===== config.mk =====
export PLATFORM = sky130hd
export DESIGN_NAME = mlfq_scheduler_with_aging
export DESIGN_NICKNAME = d
export VERILOG_FILES = /design/src/mlfq_pkg.sv /design/src/mlfq_ram.sv /design/src/mlfq_ctrl.sv /design/src/mlfq_datapath.sv /design/src/mlfq_scheduler_with_aging.sv
export SDC_FILE = /design/constraint.sdc
export NUM_CORES = 2
export LEC_CHECK = 0
export ABC_CLOCK_PERIOD_IN_PS = 10100
export BUFFER_PORTS_ARGS = -buffer_cell sky130_fd_sc_hd__buf_2
export CAP_MARGIN = 0
export CORE_AREA = 5 5 357 359
export DETAILED_ROUTE_END_ITERATION = 12
export DIE_AREA = 0 0 362 364
export PLACE_DENSITY_LB_ADDON = 0.2
export RECOVER_POWER = 50
export SLEW_MARGIN = 0
export SYNTH_ARGS = -nofsm -noshare
export SYNTH_HDL_FRONTEND = slang
export SYNTH_SLANG_ARGS = --single-unit

===== constraint.sdc =====
create_clock -name clock -period 10.1 [get_ports clock]
set_clock_uncertainty 0.2 [all_clocks]
set_input_delay 1.515 -clock clock [delete_from_list [all_inputs] [get_ports clock]]
set_output_delay 1.515 -clock clock [all_outputs]
set_load 0.01 [all_outputs]

===== src/mlfq_pkg.sv =====
// Shared types and constants of the multilevel feedback queue scheduler.
package mlfq_pkg;

   localparam int TIME_W = 16;
   localparam int WORK_W = 8;
   localparam int LEVEL_W = 2;
   localparam int SLOT_W = 6;
   localparam int CSR_INDEX_W = 2;
   localparam int CSR_DATA_W = 16;

   localparam logic OP_LOAD = 1'b0;
   localparam logic OP_PASS = 1'b1;

   localparam logic [LEVEL_W-1:0] LEVEL_NONE = 2'd0;
   localparam logic [LEVEL_W-1:0] LEVEL_ONE = 2'd1;
   localparam logic [LEVEL_W-1:0] LEVEL_TWO = 2'd2;
   localparam logic [LEVEL_W-1:0] LEVEL_THREE = 2'd3;

   localparam logic [CSR_INDEX_W-1:0] CSR_QUANTUM_ONE = 2'd0;
   localparam logic [CSR_INDEX_W-1:0] CSR_QUANTUM_TWO = 2'd1;
   localparam logic [CSR_INDEX_W-1:0] CSR_QUANTUM_THREE = 2'd2;
   localparam logic [CSR_INDEX_W-1:0] CSR_WAIT_LIMIT = 2'd3;

   localparam logic [WORK_W-1:0] QUANTUM_ONE_RESET = 8'd2;
   localparam logic [WORK_W-1:0] QUANTUM_TWO_RESET = 8'd4;
   localparam logic [WORK_W-1:0] QUANTUM_THREE_RESET = 8'd6;
   localparam logic [TIME_W-1:0] WAIT_LIMIT_RESET = 16'd6;

   typedef struct packed {
      logic [WORK_W-1:0]  work;
      logic [TIME_W-1:0]  arrival;
      logic [LEVEL_W-1:0] level;
      logic [TIME_W-1:0]  waited;
   } rec_type;

   typedef struct packed {
      logic start_load;
      logic start_pass;
      logic scan_next;
      logic take_slice;
      logic age_issue;
      logic self_wr;
      logic out_slice;
      logic out_final;
   } cmd_type;

   typedef struct packed {
      logic busy_cur;
      logic eligible;
      logic scan_last;
      logic age_last;
      logic out_free;
   } status_type;

endpackage


===== src/mlfq_ram.sv =====
// Generic single-write, single-read RAM with a registered read port.
module mlfq_ram #(
   parameter int WIDTH = 42,
   parameter int DEPTH = 32,
   parameter int AW = (DEPTH > 1) ? $clog2(DEPTH) : 1
) (
   input  logic             clock,
   input  logic             wr_en,
   input  logic [AW-1:0]    wr_addr,
   input  logic [WIDTH-1:0] wr_data,
   input  logic [AW-1:0]    rd_addr,
   output logic [WIDTH-1:0] rd_data
);

   logic [WIDTH-1:0] mem_ff [DEPTH];
   logic [WIDTH-1:0] rd_data_ff;

   always_ff @(posedge clock) begin
      if (wr_en) begin
         mem_ff[wr_addr] <= wr_data;
      end
      rd_data_ff <= mem_ff[rd_addr];
   end

   assign rd_data = rd_data_ff;

endmodule


===== src/mlfq_ctrl.sv =====
// Sequencing state machine for loads, slot scans, aging sweeps and results.
module mlfq_ctrl (
   input  logic                 clock,
   input  logic                 reset,
   input  logic                 req_valid,
   input  logic                 req_opcode,
   output logic                 req_stall,
   input  mlfq_pkg::status_type status,
   output mlfq_pkg::cmd_type    cmd
);
   import mlfq_pkg::*;

   typedef enum logic [2:0] {
      IDLE,
      SCAN_RD,
      SCAN_EV,
      AGE,
      AGE_DRAIN,
      SELF_WR,
      EMIT,
      FINAL
   } state_type;

   state_type state_ff, state_in;

   always_comb begin
      state_in = state_ff;
      cmd = '0;
      unique case (state_ff)
         IDLE: begin
            if (req_valid) begin
               if (req_opcode == OP_LOAD) begin
                  cmd.start_load = 1'b1;
                  state_in = FINAL;
               end else begin
                  cmd.start_pass = 1'b1;
                  state_in = SCAN_RD;
               end
            end
         end
         SCAN_RD: begin
            if (status.busy_cur) begin
               state_in = SCAN_EV;
            end else if (status.scan_last) begin
               state_in = FINAL;
            end else begin
               cmd.scan_next = 1'b1;
            end
         end
         SCAN_EV: begin
            if (status.eligible) begin
               cmd.take_slice = 1'b1;
               state_in = AGE;
            end else if (status.scan_last) begin
               state_in = FINAL;
            end else begin
               cmd.scan_next = 1'b1;
               state_in = SCAN_RD;
            end
         end
         AGE: begin
            cmd.age_issue = 1'b1;
            if (status.age_last) begin
               state_in = AGE_DRAIN;
            end
         end
         AGE_DRAIN: begin
            state_in = SELF_WR;
         end
         SELF_WR: begin
            cmd.self_wr = 1'b1;
            state_in = EMIT;
         end
         EMIT: begin
            if (status.out_free) begin
               cmd.out_slice = 1'b1;
               if (status.scan_last) begin
                  state_in = FINAL;
               end else begin
                  cmd.scan_next = 1'b1;
                  state_in = SCAN_RD;
               end
            end
         end
         FINAL: begin
            if (status.out_free) begin
               cmd.out_final = 1'b1;
               state_in = IDLE;
            end
         end
         default: begin
            state_in = IDLE;
         end
      endcase
   end

   always_ff @(posedge clock) begin
      if (reset) begin
         state_ff <= IDLE;
      end else begin
         state_ff <= state_in;
      end
   end

   assign req_stall = (state_ff != IDLE);

endmodule


===== src/mlfq_datapath.sv =====
// Slot store, busy bits, clock, slice arithmetic, aging sweep and output register.
module mlfq_datapath #(
   parameter int TASK_SLOTS = 32
) (
   input  logic                           clock,
   input  logic                           reset,
   input  mlfq_pkg::cmd_type              cmd,
   output mlfq_pkg::status_type           status,
   input  logic [mlfq_pkg::SLOT_W-1:0]    req_slot,
   input  logic [mlfq_pkg::TIME_W-1:0]    req_arrival_time,
   input  logic [mlfq_pkg::WORK_W-1:0]    req_service_time,
   input  logic [mlfq_pkg::LEVEL_W-1:0]   req_level,
   input  logic                           csr_write_enable,
   input  logic [mlfq_pkg::CSR_INDEX_W-1:0] csr_index,
   input  logic [mlfq_pkg::CSR_DATA_W-1:0]  csr_write_data,
   output logic                           rsp_valid,
   input  logic                           rsp_stall,
   output logic                           rsp_slice_valid,
   output logic [mlfq_pkg::SLOT_W-1:0]    rsp_task_slot,
   output logic [mlfq_pkg::TIME_W-1:0]    rsp_start_time,
   output logic [mlfq_pkg::WORK_W-1:0]    rsp_run_length,
   output logic [mlfq_pkg::WORK_W-1:0]    rsp_work_left,
   output logic                           rsp_finished,
   output logic [mlfq_pkg::TIME_W-1:0]    rsp_end_time,
   output logic                           rsp_all_done,
   output logic                           rsp_last
);
   import mlfq_pkg::*;

   localparam int IDX_W = (TASK_SLOTS > 1) ? $clog2(TASK_SLOTS) : 1;
   localparam int REC_W = $bits(rec_type);
   localparam logic [IDX_W-1:0] LAST_IDX = IDX_W'(TASK_SLOTS - 1);

   logic [WORK_W-1:0] quantum_one_ff, quantum_two_ff, quantum_three_ff;
   logic [TIME_W-1:0] wait_limit_ff;

   logic [TASK_SLOTS-1:0] busy_ff;
   logic [TIME_W-1:0]     time_ff;
   logic [IDX_W-1:0]      scan_idx_ff, age_idx_ff, age_idx_d_ff;
   logic                  age_v_ff;
   logic [LEVEL_W-1:0]    pass_level_ff;
   logic [WORK_W-1:0]     quantum_ff, run_ff;
   logic [TIME_W-1:0]     start_ff;
   rec_type               self_rec_ff;

   logic                  rsp_valid_ff, rsp_slice_valid_ff, rsp_finished_ff;
   logic                  rsp_all_done_ff, rsp_last_ff;
   logic [SLOT_W-1:0]     rsp_task_slot_ff;
   logic [TIME_W-1:0]     rsp_start_time_ff, rsp_end_time_ff;
   logic [WORK_W-1:0]     rsp_run_length_ff, rsp_work_left_ff;

   logic [LEVEL_W-1:0]    req_level_norm;
   logic [WORK_W-1:0]     quantum_sel;
   logic                  load_we;
   logic [IDX_W-1:0]      load_idx;
   rec_type               rd_rec, load_rec, age_rec, wr_rec;
   logic [REC_W-1:0]      ram_rd_data;
   logic [IDX_W-1:0]      ram_rd_addr, ram_wr_addr;
   logic                  ram_we;
   logic [WORK_W-1:0]     run_calc, work_after;
   logic [TIME_W:0]       time_sum, wait_sum;
   logic [TIME_W-1:0]     time_sat, wait_sat;
   logic [LEVEL_W-1:0]    self_level;
   logic                  age_we, promote, out_free;

   assign req_level_norm = (req_level == LEVEL_NONE) ? LEVEL_ONE : req_level;

   always_comb begin
      unique case (req_level_norm)
         LEVEL_ONE: quantum_sel = quantum_one_ff;
         LEVEL_TWO: quantum_sel = quantum_two_ff;
         default:   quantum_sel = quantum_three_ff;
      endcase
   end

   assign load_we = cmd.start_load && (req_slot < SLOT_W'(TASK_SLOTS));
   assign load_idx = req_slot[IDX_W-1:0];
   assign load_rec = '{work: req_service_time, arrival: req_arrival_time,
                       level: req_level_norm, waited: '0};

   assign rd_rec = rec_type'(ram_rd_data);

   // Slice arithmetic on the record of the scanned slot.
   assign run_calc = (rd_rec.work > quantum_ff) ? quantum_ff : rd_rec.work;
   assign work_after = rd_rec.work - run_calc;
   assign time_sum = {1'b0, time_ff} + {{(TIME_W + 1 - WORK_W){1'b0}}, run_calc};
   assign time_sat = time_sum[TIME_W] ? '1 : time_sum[TIME_W-1:0];
   assign self_level = ((work_after != '0) && (pass_level_ff != LEVEL_THREE)) ?
                       pass_level_ff + LEVEL_ONE : pass_level_ff;

   // Aging on the record read in the previous cycle.
   assign age_rec = rd_rec;
   assign wait_sum = {1'b0, age_rec.waited} + {{(TIME_W + 1 - WORK_W){1'b0}}, run_ff};
   assign wait_sat = wait_sum[TIME_W] ? '1 : wait_sum[TIME_W-1:0];
   assign promote = (wait_sat > wait_limit_ff) && (age_rec.level != LEVEL_ONE);
   assign age_we = age_v_ff && (age_rec.arrival <= time_ff);

   always_comb begin
      ram_we = 1'b0;
      ram_wr_addr = load_idx;
      wr_rec = load_rec;
      priority if (load_we) begin
         ram_we = 1'b1;
      end else if (age_we) begin
         ram_we = 1'b1;
         ram_wr_addr = age_idx_d_ff;
         wr_rec = age_rec;
         if (promote) begin
            wr_rec.level = age_rec.level - LEVEL_ONE;
            wr_rec.waited = '0;
         end else begin
            wr_rec.waited = wait_sat;
         end
      end else if (cmd.self_wr) begin
         ram_we = 1'b1;
         ram_wr_addr = scan_idx_ff;
         wr_rec = self_rec_ff;
      end
   end

   assign ram_rd_addr = cmd.age_issue ? age_idx_ff : scan_idx_ff;

   mlfq_ram #(
      .WIDTH (REC_W),
      .DEPTH (TASK_SLOTS)
   ) u_slot_ram (
      .clock   (clock),
      .wr_en   (ram_we),
      .wr_addr (ram_wr_addr),
      .wr_data (wr_rec),
      .rd_addr (ram_rd_addr),
      .rd_data (ram_rd_data)
   );

   always_ff @(posedge clock) begin
      if (reset) begin
         quantum_one_ff <= QUANTUM_ONE_RESET;
         quantum_two_ff <= QUANTUM_TWO_RESET;
         quantum_three_ff <= QUANTUM_THREE_RESET;
         wait_limit_ff <= WAIT_LIMIT_RESET;
      end else if (csr_write_enable) begin
         unique case (csr_index)
            CSR_QUANTUM_ONE:   quantum_one_ff <= csr_write_data[WORK_W-1:0];
            CSR_QUANTUM_TWO:   quantum_two_ff <= csr_write_data[WORK_W-1:0];
            CSR_QUANTUM_THREE: quantum_three_ff <= csr_write_data[WORK_W-1:0];
            CSR_WAIT_LIMIT:    wait_limit_ff <= csr_write_data;
            default: begin
            end
         endcase
      end
   end

   always_ff @(posedge clock) begin
      if (reset) begin
         busy_ff <= '0;
         time_ff <= '0;
         scan_idx_ff <= '0;
         age_idx_ff <= '0;
         age_v_ff <= 1'b0;
      end else begin
         age_v_ff <= cmd.age_issue && busy_ff[age_idx_ff] && (age_idx_ff != scan_idx_ff);
         if (load_we) begin
            busy_ff[load_idx] <= (req_service_time != '0);
         end
         if (cmd.start_pass) begin
            scan_idx_ff <= '0;
         end else if (cmd.scan_next) begin
            scan_idx_ff <= scan_idx_ff + 1'b1;
         end
         if (cmd.take_slice) begin
            busy_ff[scan_idx_ff] <= (work_after != '0);
            time_ff <= time_sat;
            age_idx_ff <= '0;
         end else if (cmd.age_issue) begin
            age_idx_ff <= age_idx_ff + 1'b1;
         end
      end
   end

   always_ff @(posedge clock) begin
      age_idx_d_ff <= age_idx_ff;
      if (cmd.start_pass) begin
         pass_level_ff <= req_level_norm;
         quantum_ff <= (quantum_sel == '0) ? WORK_W'(1) : quantum_sel;
      end
      if (cmd.take_slice) begin
         run_ff <= run_calc;
         start_ff <= time_ff;
         self_rec_ff <= '{work: work_after, arrival: rd_rec.arrival,
                          level: self_level, waited: rd_rec.waited};
      end
   end

   assign out_free = !rsp_valid_ff || !rsp_stall;

   always_ff @(posedge clock) begin
      if (reset) begin
         rsp_valid_ff <= 1'b0;
      end else if (cmd.out_slice || cmd.out_final) begin
         rsp_valid_ff <= 1'b1;
      end else if (!rsp_stall) begin
         rsp_valid_ff <= 1'b0;
      end
   end

   always_ff @(posedge clock) begin
      if (cmd.out_slice) begin
         rsp_slice_valid_ff <= 1'b1;
         rsp_task_slot_ff <= SLOT_W'(scan_idx_ff);
         rsp_start_time_ff <= start_ff;
         rsp_run_length_ff <= run_ff;
         rsp_work_left_ff <= self_rec_ff.work;
         rsp_finished_ff <= (self_rec_ff.work == '0);
         rsp_end_time_ff <= time_ff;
         rsp_all_done_ff <= 1'b0;
         rsp_last_ff <= 1'b0;
      end else if (cmd.out_final) begin
         rsp_slice_valid_ff <= 1'b0;
         rsp_task_slot_ff <= '0;
         rsp_start_time_ff <= '0;
         rsp_run_length_ff <= '0;
         rsp_work_left_ff <= '0;
         rsp_finished_ff <= 1'b0;
         rsp_end_time_ff <= '0;
         rsp_all_done_ff <= (busy_ff == '0);
         rsp_last_ff <= 1'b1;
      end
   end

   assign status.busy_cur = busy_ff[scan_idx_ff];
   assign status.eligible = (rd_rec.level == pass_level_ff) && (rd_rec.arrival <= time_ff);
   assign status.scan_last = (scan_idx_ff == LAST_IDX);
   assign status.age_last = (age_idx_ff == LAST_IDX);
   assign status.out_free = out_free;

   assign rsp_valid = rsp_valid_ff;
   assign rsp_slice_valid = rsp_slice_valid_ff;
   assign rsp_task_slot = rsp_task_slot_ff;
   assign rsp_start_time = rsp_start_time_ff;
   assign rsp_run_length = rsp_run_length_ff;
   assign rsp_work_left = rsp_work_left_ff;
   assign rsp_finished = rsp_finished_ff;
   assign rsp_end_time = rsp_end_time_ff;
   assign rsp_all_done = rsp_all_done_ff;
   assign rsp_last = rsp_last_ff;

`ifndef NO_ASSERTIONS
   ast_slice_not_last: assert property (@(posedge clock) disable iff (reset)
      rsp_valid_ff && rsp_slice_valid_ff |-> !rsp_last_ff && !rsp_all_done_ff)
      else $error("A slice transaction carries the final marker.");
   ast_finished_match: assert property (@(posedge clock) disable iff (reset)
      rsp_valid_ff && rsp_slice_valid_ff |-> rsp_finished_ff == (rsp_work_left_ff == '0))
      else $error("Finished flag disagrees with the work left.");
   ast_time_order: assert property (@(posedge clock) disable iff (reset)
      rsp_valid_ff && rsp_slice_valid_ff |-> rsp_end_time_ff >= rsp_start_time_ff)
      else $error("Slice ends before it starts.");
   ast_one_writer: assert property (@(posedge clock) disable iff (reset)
      age_we |-> !cmd.self_wr && !cmd.start_load)
      else $error("Two writers on the slot RAM in one cycle.");
`endif

endmodule


===== src/mlfq_scheduler_with_aging.sv =====
// Top level of the three-level feedback queue scheduler with aging.
// A load writes its slot on acceptance and then issues its final transaction once the output is free.
// A pass scans the slots in order and, for each slice run, sweeps the whole slot RAM to age waiting tasks.
// One item is in work at a time; the next is accepted once the final result is registered.
// Reset clears the busy bits and the current time and sets the configuration registers to their defaults.
module mlfq_scheduler_with_aging #(
   parameter int TASK_SLOTS = 32
) (
   input  logic                             clock,
   input  logic                             reset,
   input  logic                             req_valid,
   output logic                             req_stall,
   input  logic                             req_opcode,
   input  logic [mlfq_pkg::SLOT_W-1:0]      req_slot,
   input  logic [mlfq_pkg::TIME_W-1:0]      req_arrival_time,
   input  logic [mlfq_pkg::WORK_W-1:0]      req_service_time,
   input  logic [mlfq_pkg::LEVEL_W-1:0]     req_level,
   output logic                             rsp_valid,
   input  logic                             rsp_stall,
   output logic                             rsp_slice_valid,
   output logic [mlfq_pkg::SLOT_W-1:0]      rsp_task_slot,
   output logic [mlfq_pkg::TIME_W-1:0]      rsp_start_time,
   output logic [mlfq_pkg::WORK_W-1:0]      rsp_run_length,
   output logic [mlfq_pkg::WORK_W-1:0]      rsp_work_left,
   output logic                             rsp_finished,
   output logic [mlfq_pkg::TIME_W-1:0]      rsp_end_time,
   output logic                             rsp_all_done,
   output logic                             rsp_last,
   input  logic                             csr_write_enable,
   input  logic [mlfq_pkg::CSR_INDEX_W-1:0] csr_index,
   input  logic [mlfq_pkg::CSR_DATA_W-1:0]  csr_write_data
);
   import mlfq_pkg::*;

   cmd_type    cmd;
   status_type status;

   mlfq_ctrl u_ctrl (
      .clock      (clock),
      .reset      (reset),
      .req_valid  (req_valid),
      .req_opcode (req_opcode),
      .req_stall  (req_stall),
      .status     (status),
      .cmd        (cmd)
   );

   mlfq_datapath #(
      .TASK_SLOTS (TASK_SLOTS)
   ) u_datapath (
      .clock            (clock),
      .reset            (reset),
      .cmd              (cmd),
      .status           (status),
      .req_slot         (req_slot),
      .req_arrival_time (req_arrival_time),
      .req_service_time (req_service_time),
      .req_level        (req_level),
      .csr_write_enable (csr_write_enable),
      .csr_index        (csr_index),
      .csr_write_data   (csr_write_data),
      .rsp_valid        (rsp_valid),
      .rsp_stall        (rsp_stall),
      .rsp_slice_valid  (rsp_slice_valid),
      .rsp_task_slot    (rsp_task_slot),
      .rsp_start_time   (rsp_start_time),
      .rsp_run_length   (rsp_run_length),
      .rsp_work_left    (rsp_work_left),
      .rsp_finished     (rsp_finished),
      .rsp_end_time     (rsp_end_time),
      .rsp_all_done     (rsp_all_done),
      .rsp_last         (rsp_last)
   );

endmodule


==> results by group <==
Setup path
  – R2r setup slk: roughly 1.7 ns
  – CP cell instances: clkbuf_1, nor4_1, nand2_2, o21ai_0, a21oi_4, clkbuf_1, o211ai_1, nand3b_1, nor2_4, clkbuf_1
  – Crit path from: u_ctrl.state_ff[0]
  – Most used cell, CP: clkbuf_1
  – Crit. End Element: flip-flop
  – Worst EP arrival: roughly 8.4 ns
  – Reg2reg start: u_ctrl.state_ff[0]
  – Startpoint types: flip-flop
  – Buf+Inv Stages, Crit Path: 3
  – Critical-path maximum fanout: 42
  – Critical path type: flip-flop to flip-flop
  – Slowest cell on the critical path: clkbuf_1
  – CP delay by family, top: buffers and inverters
  – Critical path required time: 10.18 ns
  – Slowest stage delay, CP: around 2.8 ns

CTS
  – CTS sink cnt: between 1.5k and 2k
  – CTS tree: done
  – Post-CTS setup buffer count: 0
  – Clock buffer count from CTS: 162
  – PostCTS Resize Cnt: 0
  – H-tree Lvls: 4
  – Clock Latency Late Sink: between 0.7 and 0.8 ns
  – Number of hold buffers added after cts: 0
  – CTS Buffer Depth: 3
  – Root buf cell: clkbuf_16
  – Clock-pin transition on the worst setup and hold timing paths: 0.06 ns

Drt
  – DRC violations left: 0
  – Final ANT Viol Nets: 0
  – WL/cell: 26.3 µm
  – 1st-iter DRT viols: slightly above 5k
  – First-pass DRT Iterations: 6
  – Via density per instance: between 6 and 7
  – Via count: 43.3k
  – WL final: 180 mm

Floorplan
  – Cell Rows: 129
  – Num ports: 116
  – Initial Utilization: ~55%
  – Placeable Area: 123000 µm²
  – Width of the die: 362 µm
  – Die area: 132000 µm²
  – Die Span Y: 364 µm

STA
  – Rel. slew slack: -167%
  – Setup total negative slack: 0 ns
  – Crit share post-route: 82.8%
  – Final hold violation count: 0
  – RSZ-0062 raised after global routing: no
  – Post-layout minimum cycle time: 8.36 ns
  – Fmax: 120 MHz
  – Final setup fails: 0
  – Worst slew pin tran: 4.01 ns
  – Slew Limit Fails: 1385

Synth
  – Post-synthesis compound-gate area fraction: between 10% and 20%
  – Asr flop ratio synth: 0%
  – Mapped Nets: roughly 5.2k
  – Register area share after synthesis: 70.0%
  – Number of synthesized flops with an enable pin: 1474
  – Distinct cells, synth: 76
  – Adder-cell share of the synthesized area: under 10%
  – #FFs+latches synth: 1627
  – Main combinational cell family by area after synthesis: compound AO/OA/AOI/OAI gates
  – Mux contribution to synthesized area: 1.86%
  – Area share of xor/xnor cells in the synthesized design: less than 1%
  – YS warnings: 0
  – Syn Inst Count: between 5k and 6k
  – Cell Area, Synth: 67600 µm²
  – Post-synth top flop: edfxtp_1
  – Simple-gate share of the synthesized area: 10.6%
  – Avg Inst Size Synth: 13.3 µm²

Power
  – Switching pwr: roughly 4.8 mW
  – Pint: about 12 mW
  – Pleak: 24.8 nW
  – PwrDens: 225 nW/µm²
  – Sequential Power Share: 46.8%
  – Worst vdd ir: 0.171 mV
  – Clock power share: 35.3%
  – Switching Fraction: between 20% and 30%
  – Gate power share: 17.9%
  – PnR Total Power: 16.8 mW

Outcome
  – Status: complete, but fails checks
  – Failing checks: capacitance limit, slew limit

Worst hold path
  – HP Class: flip-flop to flip-flop
  – Hold Startpoint: u_datapath.u_slot_ram.rd_data[4]

Job
  – Max Cap Viol: 41

Cells and area
  – Fill cell count: 9435
  – Layout area overhead: 10.7%
  – Design area: 74800 µm²
  – Layout cells sized above 1: 7.84%
  – Post-layout net count: between 5k and 6k
  – Commonest non-fill, non-tap cell in the layout: edfxtp_1
  – Commonest cells after routing, fill and taps aside: 1474 x edfxtp_1, 772 x nand2_1, 466 x a211oi_1, 332 x and2_0, 208 x a21oi_1

Global route
  – Vias in the first global route: 40.8k
  – Congestion Overflow GR: 0
  – Total Routing Usage GR: 26.8%
  – Initial antenna violation count: 6
  – Global-route wire length before repair: roughly 270 mm
  – Largest net degree at the start of global routing: 183

Placement
  – Routability cong.: 0.871
  – Post-Place Cell Area: about 70000 µm²
  – Port Buffers: approximately 110
  – Detail Placement HPWL: around 95 mm
power groups by stage:
stage	sequential (mW)	combinational, mW	clock, mW
CTS	7.85	3.02	6.02
finish	7.86	3.01	5.94
global route	7.88	3.28	6.31
detailed placement	7.99	3.00	0
floorplan	7.95	2.07	0
global placement	7.98	2.96	0
kinds of logic (layout without fill, tap and decap cells):
| kind of cell | after synthesis | in the layout |
|---|---|---|
| buffers and inverters | 454 | 575 |
| flip-flops | 1627 | 1627 |
| adder cells (fa/ha/maj) | 75 | 75 |
| AO/OA/AOI/OAI | 1258 | 1258 |
| AND/OR/NAND/NOR | 1525 | 1525 |
| XOR/XNOR | 32 | 32 |
| multiplexers | 101 | 101 |
| other | 1 | 4 |
layout make-up:
class | instances | area (µm²) | share of cell area, %
Sequential cell | 1627 | 47300 | 63.2
Multi-Input combinational cell | 2992 | 18700 | 25.0
Clock buffer | 218 | 4460 | 5.96
Tap cell | 1637 | 2050 | 2.74
Timing Repair Buffer | 210 | 1240 | 1.66
Clock inverter | 79 | 783 | 1.05
Inverter | 68 | 255 | 0.341
Antenna cell | 3 | 7.51 | 0.0100
state kept, by name (all words and copies together), names as in the netlist, 2 cells and up:
name	cells
u_datapath.self_rec_ff	42
u_datapath.start_ff	16
u_datapath.quantum_two_ff	8
u_datapath.u_slot_ram.mem_ff	1344
u_datapath.rsp_work_left	8
u_datapath.rsp_start_time	16
u_datapath.rsp_end_time	16
u_datapath.run_ff	8
u_datapath.age_idx_d_ff	5
u_datapath.wait_limit_ff	16
u_datapath.rsp_run_length	8
u_datapath.quantum_three_ff	8
u_datapath.quantum_ff	8
u_datapath.u_slot_ram.rd_data	42
u_datapath.quantum_one_ff	8
u_datapath.pass_level_ff	2
u_datapath.scan_idx_ff	5
u_ctrl.state_ff	3
u_datapath.rsp_task_slot	5
u_datapath.busy_ff	32
u_datapath.age_idx_ff	5
u_datapath.time_ff	16
layer usage:
metal  wire length [µm]  track usage, %  up-vias
li1                   -               -    19300
met1              73300            37.8    21600
met2              84200            42.4     2076
met3              17000            5.35      314
met4               5510            8.65        2
met5                 13               0        -
final timing paths:
check,to,cells after the start
max,u_datapath.u_slot_ram.mem_ff[14][6],10
min,u_datapath.self_rec_ff[4],0
max reg2reg,u_datapath.u_slot_ram.mem_ff[14][6],10
min reg2reg,u_datapath.self_rec_ff[4],0
synth_stat cells, types with 5 or more instances:
cell type | instances | area [µm²]
and2_1 | 74 | 463
buf_2 | 30 | 150
mux2_1 | 6 | 67.6
o21ai_1 | 17 | 85.1
o21ai_0 | 30 | 150
nand3b_1 | 13 | 97.6
mux2i_1 | 72 | 721
clkbuf_1 | 330 | 1240
nor3b_1 | 9 | 67.6
nand3_1 | 23 | 115
xor2_1 | 14 | 123
a311oi_1 | 178 | 1560
buf_1 | 25 | 93.8
mux4_2 | 19 | 428
inv_1 | 67 | 251
dfxtp_1 | 153 | 3060
and3_1 | 11 | 68.8
o211ai_1 | 8 | 60.1
a211oi_1 | 466 | 3500
nor2b_1 | 13 | 81.3
ha_1 | 72 | 901
a21o_1 | 52 | 390
nand2b_1 | 10 | 62.6
a31oi_1 | 203 | 1270
nand4_1 | 9 | 56.3
xnor2_1 | 18 | 158
or2_2 | 5 | 31.3
and2_0 | 300 | 1880
nor3_1 | 45 | 225
a41oi_1 | 28 | 245
a211o_1 | 5 | 43.8
edfxtp_1 | 1474 | 44300
a22o_1 | 15 | 131
nand2_1 | 773 | 2900
nor2_1 | 174 | 653
or3_1 | 34 | 213
a21oi_1 | 218 | 1090
nor4_1 | 15 | 93.8
through the flow:
stage	setup slack (ns)	hold WS [ns]	instances	utilization [%]
detailed placement	3.18	0.228	6534	56.8
CTS	3.19	0.239	6831	61.0
finish	1.74	0.243	6834	60.6
global route	1.40	0.247	6831	60.6
floorplan	4.77	0.129	5073	-
global placement	3.34	0.220	6534	56.8
worst reg2reg max path, stage by stage (launching register included):
cell,delay (ns)
dfxtp_1,0.30
clkbuf_1,1.15
nor4_1,0.24
nand2_2,0.21
o21ai_0,0.15
a21oi_4,0.13
clkbuf_1,1.34
o211ai_1,0.54
nand3b_1,0.57
nor2_4,0.17
clkbuf_1,2.82
Note: power is estimated with default switching activity, not from simulation.
